==> src/design/dla_pkg.sv <==
// shared constants, types and command bundle for the delay line allpass filter
package dla_pkg;

  localparam int LINE_DEPTH = 4096;
  localparam int ADDR_W     = $clog2(LINE_DEPTH);
  localparam int DELAY_W    = ADDR_W + 1;
  localparam int GAIN_W     = 17;
  localparam int SAMPLE_W   = 24;
  localparam int CFG_IDX_W  = 2;
  localparam int CFG_DATA_W = 17;
  localparam int PROD_W     = GAIN_W + 1 + SAMPLE_W;
  localparam int FRAC_W     = 16;
  localparam int SCALED_W   = PROD_W - FRAC_W;
  localparam int SUM_W      = SCALED_W + 1;

  localparam logic [GAIN_W-1:0] GAIN_ONE = GAIN_W'(65536);

  // register indexes
  localparam logic [CFG_IDX_W-1:0] REG_DELAY_LENGTH  = CFG_IDX_W'(0);
  localparam logic [CFG_IDX_W-1:0] REG_FEEDBACK_GAIN = CFG_IDX_W'(1);

  typedef enum logic [2:0] {
    ST_IDLE,
    ST_MUL_D,
    ST_SUM_S,
    ST_MUL_S,
    ST_EMIT
  } dla_state_t;

  typedef struct packed {
    logic accept;
    logic mult_d;
    logic commit;
    logic mult_s;
    logic load_out;
  } dla_cmd_t;

endpackage

==> src/design/dla_ctrl.sv <==
// sequencer for one sample at a time plus the output valid flag
module dla_ctrl (
  input  logic              clk,
  input  logic              rst,
  input  logic              in_valid,
  output logic              in_ready,
  output logic              out_valid,
  input  logic              out_ready,
  output dla_pkg::dla_cmd_t cmd
);

  dla_pkg::dla_state_t state, state_next;
  logic can_load;

  assign can_load = !out_valid || out_ready;

  always_comb begin
    state_next = state;
    case (state)
      dla_pkg::ST_IDLE:  if (in_valid) state_next = dla_pkg::ST_MUL_D;
      dla_pkg::ST_MUL_D: state_next = dla_pkg::ST_SUM_S;
      dla_pkg::ST_SUM_S: state_next = dla_pkg::ST_MUL_S;
      dla_pkg::ST_MUL_S: state_next = dla_pkg::ST_EMIT;
      dla_pkg::ST_EMIT:  if (can_load) state_next = dla_pkg::ST_IDLE;
      default:           state_next = dla_pkg::ST_IDLE;
    endcase
  end

  always_comb begin
    cmd      = '0;
    in_ready = 1'b0;
    case (state)
      dla_pkg::ST_IDLE: begin
        in_ready   = 1'b1;
        cmd.accept = in_valid;
      end
      dla_pkg::ST_MUL_D: cmd.mult_d   = 1'b1;
      dla_pkg::ST_SUM_S: cmd.commit   = 1'b1;
      dla_pkg::ST_MUL_S: cmd.mult_s   = 1'b1;
      dla_pkg::ST_EMIT:  cmd.load_out = can_load;
      default: ;
    endcase
  end

  always_ff @(posedge clk) begin
    if (rst) begin
      state     <= dla_pkg::ST_IDLE;
      out_valid <= 1'b0;
    end else begin
      state <= state_next;
      if (cmd.load_out) begin
        out_valid <= 1'b1;
      end else if (out_ready) begin
        out_valid <= 1'b0;
      end
    end
  end

endmodule

==> config.mk <==
export PLATFORM = sky130hd
export DESIGN_NAME = dla_ctrl
export DESIGN_NICKNAME = d
export VERILOG_FILES = /design/src/design/dla_pkg.sv /design/src/design/dla_ctrl.sv
export SDC_FILE = /design/constraint.sdc
export NUM_CORES = 1
export LEC_CHECK = 0
export ABC_AREA = 1
export BUFFER_PORTS_ARGS = -buffer_cell sky130_fd_sc_hd__buf_2
export CAP_MARGIN = 20
export CORE_AREA = 2 2 39 41
export CTS_BUF_LIST = sky130_fd_sc_hd__clkbuf_16
export CTS_CLUSTER_SIZE = 12
export DETAILED_ROUTE_END_ITERATION = 16
export DIE_AREA = 0 0 41 43
export GPL_ROUTABILITY_DRIVEN = 0
export PLACE_DENSITY = 0.39
export SYNTH_ARGS = -nofsm -noshare
export SYNTH_HDL_FRONTEND = slang
export SYNTH_SLANG_ARGS = --single-unit
==> constraint.sdc <==
create_clock -name clk -period 0.8 [get_ports clk]
set_input_delay 0.16 -clock clk [delete_from_list [all_inputs] [get_ports clk]]
set_output_delay 0.16 -clock clk [all_outputs]
set_load 0.02 [all_outputs]
==> results.toml, run 1 <==
[timing]
setup-violations-final = 8
rsz0062_at_grt = "yes"
max_clock_freq_mhz = 874
skew_ns = 0.00268
tns_ns = -1.90
period_minus_slack_ns = 1.14
drv_slew = 0
fin_crit_sh = 1.43
final.setup.worst_slack_ns = -0.344
hold_slack_ns = 0.140
relSlewSlack = 0.899
worst_pin_slew_ns = 0.151
finalHoldViolations = 0

[grt]
grt_max_degree = 6
grt_pass1_vias = 206
grt_busiest_layer = "met1"
grt_pass1_wl_um = 841
grtUsageTotal = 0.0793
grt_antenna_before_repair = 0
overflow = 0
gr-usage-met2 = 0.0781
met1_usage = 0.0965
use_met3 = 0.0785

[yosys]
synthesis.nets = 35
ys_ff_latch = 4
yosysMostFrequentCell = "inv_1"
synthTopCellsByArea = "dfxtp_1 (41%), inv_1 (19%), nor2_1 (11%), a21oi_1 (7.6%), nand3_1 (7.6%)"
synthTopCellsByCount = "inv_1 (10), nor2_1 (6), dfxtp_1 (4)"
ys_async_sr_fraction = 0
yosysTopAreaCellShare = 0.408
synth_top_cell_by_area = "dfxtp_1"
yosys_warnings = 0
synth_cells = 31
synth_area_um2 = 196
avgSynthCellArea_um2 = 6.34
synth_cell_types = 8
synth-edff-count = 0
synth_ff_type = "dfxtp_1"
ys_seq_area_frac = 0.408

[clock_tree]
cts_hold_buf = 0
cts_made_buffers = 3
clk_latency_ns = 0.22
htree_levels = 1
clock_tree.buffer_depth = 2
cts_sinks = 4
root_buffer = "clkbuf_16"
cts_tree = "done"
clk_pin_slew_worst_paths_ns = 0.03

[job]
max_cap_viol_count = 0

[floorplanning]
dieArea_um2 = 1760
die_h_um = 43
num_io_pins = 11
coreArea_um2 = 1380
fp-row-count = 14
initial_utilization = 0.142
die_w_um = 41

[worst_setup_path]
slowest_delay_ns = 0.35
crit_fanout = 3
cp_common_cell = "nor2_4"
critPathLaunchType = "flop"
cp.required_ns = 0.64
crit_arrival_ns = 0.98
path_buf_inv = 1
cpMaxStageDelayCell = "dfxtp_4"
critical-path-top-delay-family = "flip-flops"
cp_cell_sequence = "nor2_4 > nand2_4 > nor2_4 > buf_6"
critPathCaptureType = "output pin"
crit_type = "reg2out"

[placement]
placed_cell_area_um2 = 322
portBuffers = 10
dp_hpwl_um = 373

[detailed_routing]
drt_pre_antenna_iters = 2
vias = 225
wl_um = 481
remaining_drc_errors = 0
wire_per_inst_um = 7.63
routed_via_density = 3.57
drtIter0Drc = 3
ant_nets = 0

[cells_and_area]
fin_nets = 52
post-route-util = 0.339
drive_above_1_share = 0.723
diodes = 0
stdcell_area_um2 = 469
area_growth_pct = 139

[run_status]
outcome = "finished with violations"
violations = "setup timing"

[pwr]
p_leak_uw = 0.000220
power.total_uw = 1190
p_per_area_nw_per_um2 = 2530
vdd_ir_drop_max_v = 0.00113

[worst_hold_path]
hold_path_class = "in2reg"
==> power by group <==
group,leakage [µW],switching [µW],internal [µW]
registers,0.0000356,21.7,206
clock network,0.0000423,142,645
logic,0.000142,92.9,81.4
==> final timing paths <==
check | end | cells past startpoint | from | slack [ns]
worst max-delay path | cmd[4] | 4 | state[2] | -0.34
worst min-delay path | out_valid | 2 | rst | 0.14
worst max register to register | out_valid | 4 | state[1] | -0.06
worst min register to register | state[2] | 2 | state[1] | 0.54
==> per-stage QoR <==
step | setup WS (ns) | cells
final | -0.344 | 63
after CTS | -0.344 | 63
after global placement | -0.162 | 59
after detailed placement | -0.154 | 59
after floorplan | -0.0525 | 31
after global routing | -0.384 | 63
==> cell families (layout without fill, tap and decap cells) <==
group	count (synthesis)	in the layout	share of synthesized area
AO/OA/AOI/OAI	4	4	0.115
flip-flops	4	4	0.408
buffers and inverters	11	27	0.229
AND/OR/NAND/NOR	12	12	0.248
==> routing by layer <==
metal / share of wire / wire length [µm]
met5: 0 / 0
met4: 0 / 0
met3: 0.10 / 50
met2: 0.42 / 200
met1: 0.48 / 230
==> cells in the final DEF, fill, tap and decap left out <==
master / count
a21oi_1: 2
a21oi_2: 1
buf_2: 3
buf_4: 6
buf_6: 4
clkbuf_16: 3
dfxtp_4: 4
inv_1: 7
inv_2: 4
nand2_1: 1
nand2_2: 1
nand2_4: 1
nand3_1: 1
nand3_2: 2
nor2_1: 1
nor2_4: 5
o211ai_1: 1
==> worst register-to-register path: cells and delay by family (launching register included) <==
kind	cells	cell delay, ns
simple gates	2	0.18
flops	1	0.36
buf+inv	1	0.14
compound gates	1	0.11
==> flip-flops by register name, indices dropped and copies added (netlist names) <==
signal and flops:
state 3, out_valid 1
==> layout make-up <==
cell class | count | area, µm²
fillers | 144 | 915
multi-input cells | 16 | 133
repair buffers | 13 | 105
flip-flops and latches | 4 | 95.1
clock buffers | 3 | 75.1
inverters | 10 | 37.5
well taps | 16 | 20.0
clock inverters | 1 | 3.75
==> repair_timing <==
action | CTS | global route
setup buffers | 0 | 0
gates cloned | 0 | 0
setup endpoints to repair | 8 | 11
gates resized for setup | 15 | 7
pin swaps | 1 | 2
No activity file was read; power rests on OpenSTA's default activity.
==> run 2: changes to the inputs <==
CTS_BUF_LIST = sky130_fd_sc_hd__clkbuf_8   (was sky130_fd_sc_hd__clkbuf_16)
==> results.toml, run 2 (synthesized netlist as in run 1, its figures left out) <==
[cells_and_area]
layout_commonest_cell = "inv_1"
nFillCells = 148
most-common-layout-cells = "inv_1 (7), buf_4 (6), nor2_4 (5)"
diodes = 0
fin_nets = 52
area_growth_pct = 122
largest-register = "state"
largest_reg_flops = 3
top_regs = "state (3), out_valid (1)"
drive_above_1_share = 0.723

[timing]
drv_slew = 0
final.setup.worst_slack_ns = -0.338
fin_crit_sh = 1.42
max_clock_freq_mhz = 878
skew_ns = 0.00483
rsz0062_at_grt = "yes"
tns_ns = -1.87
period_minus_slack_ns = 1.14
finalHoldViolations = 0
worst_pin_slew_ns = 0.151
setup-violations-final = 8
relSlewSlack = 0.899

[detailed_routing]
ant_nets = 0
drtIter0Drc = 0
wl_um = 478
vias = 225
drt_pre_antenna_iters = 1
wire_per_inst_um = 7.59
routed_via_density = 3.57
remaining_drc_errors = 0

[floorplanning]
dieArea_um2 = 1760
initial_utilization = 0.142
fp-row-count = 14
coreArea_um2 = 1380
die_h_um = 43
die_w_um = 41
num_io_pins = 11

[worst_hold_path]
hold_start = "rst"
whs_path_depth = 2
hold_path_class = "in2reg"
worstHoldEndpoint = "out_valid"

[job]
max_cap_viol_count = 0

[grt]
grt_max_degree = 6
grtUsageTotal = 0.0723
grt_antenna_before_repair = 0
met1_usage = 0.0932
grt_pass1_vias = 199
grt_busiest_layer = "met1"
use_met3 = 0.0785
overflow = 0
gr-usage-met2 = 0.0781
grt_pass1_wl_um = 807

[worst_setup_path]
crit_type = "reg2out"
slowest_delay_ns = 0.35
reg2reg_slack_ns = -0.07
r2r-end = "out_valid"
r2r_cells = 4
cp_cell_sequence = "nor2_4 > nand2_4 > nor2_4 > buf_6"
critPathCaptureType = "output pin"
cp.required_ns = 0.64
cp_common_cell = "nor2_4"
cpMaxStageDelayCell = "dfxtp_4"
r2r-start = "state[1]"
crit_arrival_ns = 0.98
crit_fanout = 3
critPathLaunchType = "flop"

[pwr]
vdd_ir_drop_max_v = 0.000711
p_leak_uw = 0.000205
p_per_area_nw_per_um2 = 1920
power.total_uw = 836

[placement]
portBuffers = 10
post-place-ws_ns = -0.154
dp_hpwl_um = 373

[clock_tree]
post_cts_buffers = 0
cts_sinks = 4
htree_levels = 1
clock_tree.buffer_depth = 2
cts_tree = "done"
root_buffer = "clkbuf_8"
clk_pin_slew_worst_paths_ns = 0.03
cts_made_buffers = 3
clk_latency_ns = 0.22

[run_status]
outcome = "finished with violations"
violations = "setup timing"
==> run 2: cell types whose count changed in the layout (fill, tap and decap cells not counted) <==
cell	delta
clkbuf_8	+3
clkbuf_16	-3
==> run 2: layout make-up <==
class | instances | area [µm²] | area share
clock buffers | 3 | 41.3 | 0.0948
clock inverters | 1 | 3.75 | 0.00862
inverters | 10 | 37.5 | 0.0862
multi-input cells | 16 | 133 | 0.305
flip-flops and latches | 4 | 95.1 | 0.218
well taps | 16 | 20.0 | 0.0460
repair buffers | 13 | 105 | 0.241
==> run 2: through the flow <==
| step | area [µm²] | hold slack (ns) | util | instances |
|---|---|---|---|---|
| after CTS | 408 | 0.150 | 0.295 | 63 |
| after detailed placement | 322 | 0.376 | 0.232 | 59 |
| after floorplan | 236 | 0.219 | - | 31 |
| final | 435 | 0.151 | 0.315 | 63 |
| after global placement | 322 | 0.379 | 0.232 | 59 |
| after global routing | 435 | 0.164 | 0.315 | 63 |
==> run 2: repair_timing <==
action	4_1_cts	5_1_grt
pin swaps	1	2
hold buffers	0	0
setup endpoints to repair	8	11
resized for setup	13	9
==> run 2: how the worst max path moves through the flow <==
stage | endpoint | start | slack, ns | depth (start not counted)
5_1_grt | cmd[4] | state[2] | -0.38 | 4
2_1_floorplan | cmd[4] | state[2] | -0.05 | 3
6_report | cmd[4] | state[2] | -0.34 | 4
3_5_place_dp | cmd[4] | state[2] | -0.15 | 4
4_1_cts | cmd[0] | state[2] | -0.34 | 4
3_3_place_gp | cmd[4] | state[0] | -0.16 | 4
==> run 2: layer usage <==
layer,part of all wire,vias up
met5,0,-
met4,0,0
met3,0.11,0
met2,0.41,9
met1,0.48,92
li1,-,124
==> run 2: critical path: cells and delay by family, from the launching register on <==
kind / cells / cell delay (ns)
buffers and inverters: 1 / 0.11
DFF: 1 / 0.35
and+or+nand+nor: 3 / 0.30
==> run 2: where the power goes <==
| group | internal, µW | leakage, µW | total (µW) | switching, µW |
|---|---|---|---|---|
| sequential | 206 | 0.0000356 | 227 | 21.7 |
| combinational | 81.4 | 0.000142 | 174 | 93.0 |
| clock | 327 | 0.0000269 | 434 | 106 |
| total | 614 | 0.000205 | 836 | 221 |
==> run 3: changes to the inputs <==
CELL_PAD_IN_SITES_DETAIL_PLACEMENT = 1   (was default)
CELL_PAD_IN_SITES_GLOBAL_PLACEMENT = 2   (was default)
PLACE_DENSITY = default   (was 0.39)
PLACE_DENSITY_LB_ADDON = 0.2   (was default)
==> results.toml, run 3 (synthesized netlist as in run 1, its figures left out) <==
[run_status]
outcome = "finished with violations"
violations = "setup timing"

[cells_and_area]
largest-register = "state"
drive_above_1_share = 0.723
post-route-util = 0.326
largest_reg_flops = 3
most-common-layout-cells = "buf_6 (7), inv_1 (6), nor2_4 (5)"
top_regs = "state (3), out_valid (1)"
nFillCells = 170
fin_nets = 52
layout_commonest_cell = "buf_6"
fin_cells = 63
diodes = 0
area_growth_pct = 130

[worst_setup_path]
r2r_cells = 4
crit_fanout = 5
crit_arrival_ns = 0.99
r2r-start = "state[1]"
startpoint = "state[0]"
cp.required_ns = 0.64
critPathCaptureType = "output pin"
crit_type = "reg2out"
critPathLaunchType = "flop"

[detailed_routing]
routed_via_density = 4.03
drtIter0Drc = 9
wire_per_inst_um = 9.78
drt_pre_antenna_iters = 4
ant_nets = 0
wl_um = 616
vias = 254
remaining_drc_errors = 0

[clock_tree]
clk_pin_slew_worst_paths_ns = 0.04
cts_made_buffers = 3
cts_tree = "done"
htree_levels = 1
root_buffer = "clkbuf_8"
clock_tree.buffer_depth = 2
cts_hold_buf = 0
clk_latency_ns = 0.22
cts_sinks = 4

[floorplanning]
initial_utilization = 0.142
fp-row-count = 14
die_w_um = 41
dieArea_um2 = 1760
coreArea_um2 = 1380
die_h_um = 43
num_io_pins = 11

[placement]
dp_hpwl_um = 465
post-place-ws_ns = -0.182
placedCellCount = 58
portBuffers = 10

[timing]
setup-violations-final = 9
worst_pin_slew_ns = 0.147
max_clock_freq_mhz = 871
drv_slew = 0
relSlewSlack = 0.901
hold_slack_ns = 0.144
skew_ns = 0.00653
tns_ns = -1.94
fin_crit_sh = 1.43
final.setup.worst_slack_ns = -0.348
period_minus_slack_ns = 1.15
finalHoldViolations = 0
rsz0062_at_grt = "yes"

[grt]
overflow = 0
grt_pass1_vias = 257
grt_max_degree = 6
grt_antenna_before_repair = 0
grt_pass1_wl_um = 959
grtUsageTotal = 0.0873

[pwr]
p_per_area_nw_per_um2 = 1880
vdd_ir_drop_max_v = 0.000792
p_leak_uw = 0.000212

[worst_hold_path]
hold_start = "rst"
whs_path_depth = 2
hold_path_class = "in2reg"

[job]
max_cap_viol_count = 0
[run 3: final timing paths]
path / to / slack, ns
hold / removal: out_valid / 0.14
setup reg to reg: out_valid / -0.04
setup / recovery: cmd[2] / -0.35
hold reg to reg: state[2] / 0.55
[run 3: area by class of cell]
cell class,count,area [µm²],area share
Multi-Input combinational cell,16,133,0.294
Timing Repair Buffer,13,116,0.258
Sequential cell,4,95.1,0.211
Inverter,10,42.5,0.0942
Clock inverter,1,3.75,0.00831
Clock buffer,3,41.3,0.0914
Tap cell,16,20.0,0.0443
[run 3: where the power goes]
part,leakage (µW),internal [µW],switching [µW]
registers,0.0000356,206,24.7
logic,0.000149,88.5,98.7
clock network,0.0000269,327,104
[run 3: timing repair]
action                                  in CTS  in global routing
setup buffers                                1                  1
pin swaps                                    6                  1
resized for setup                           22                  6
endpoints found under the setup margin       8                 10
gates cloned                                 0                  0
[run 3: stage by stage]
| stage | power, µW | area (µm²) |
|---|---|---|
| floorplan | 319 | 236 |
| global placement | 368 | 314 |
| detailed placement | 370 | 314 |
| CTS | 852 | 433 |
| global route | 913 | 452 |
| finish | 849 | 452 |
[run 3: layer usage]
metal / share of wire / track usage
met5: 0 / 0
met2: 0.54 / 0.134
met4: 0 / 0.0400
met3: 0.083 / 0.0785
met1: 0.37 / 0.0737
[run 3: critical path, cell delays in order, from the launching register on]
cell and delay [ns]:
dfxtp_4 0.36, nor2_4 0.14, nand2_1 0.10, inv_2 0.05, buf_4 0.13
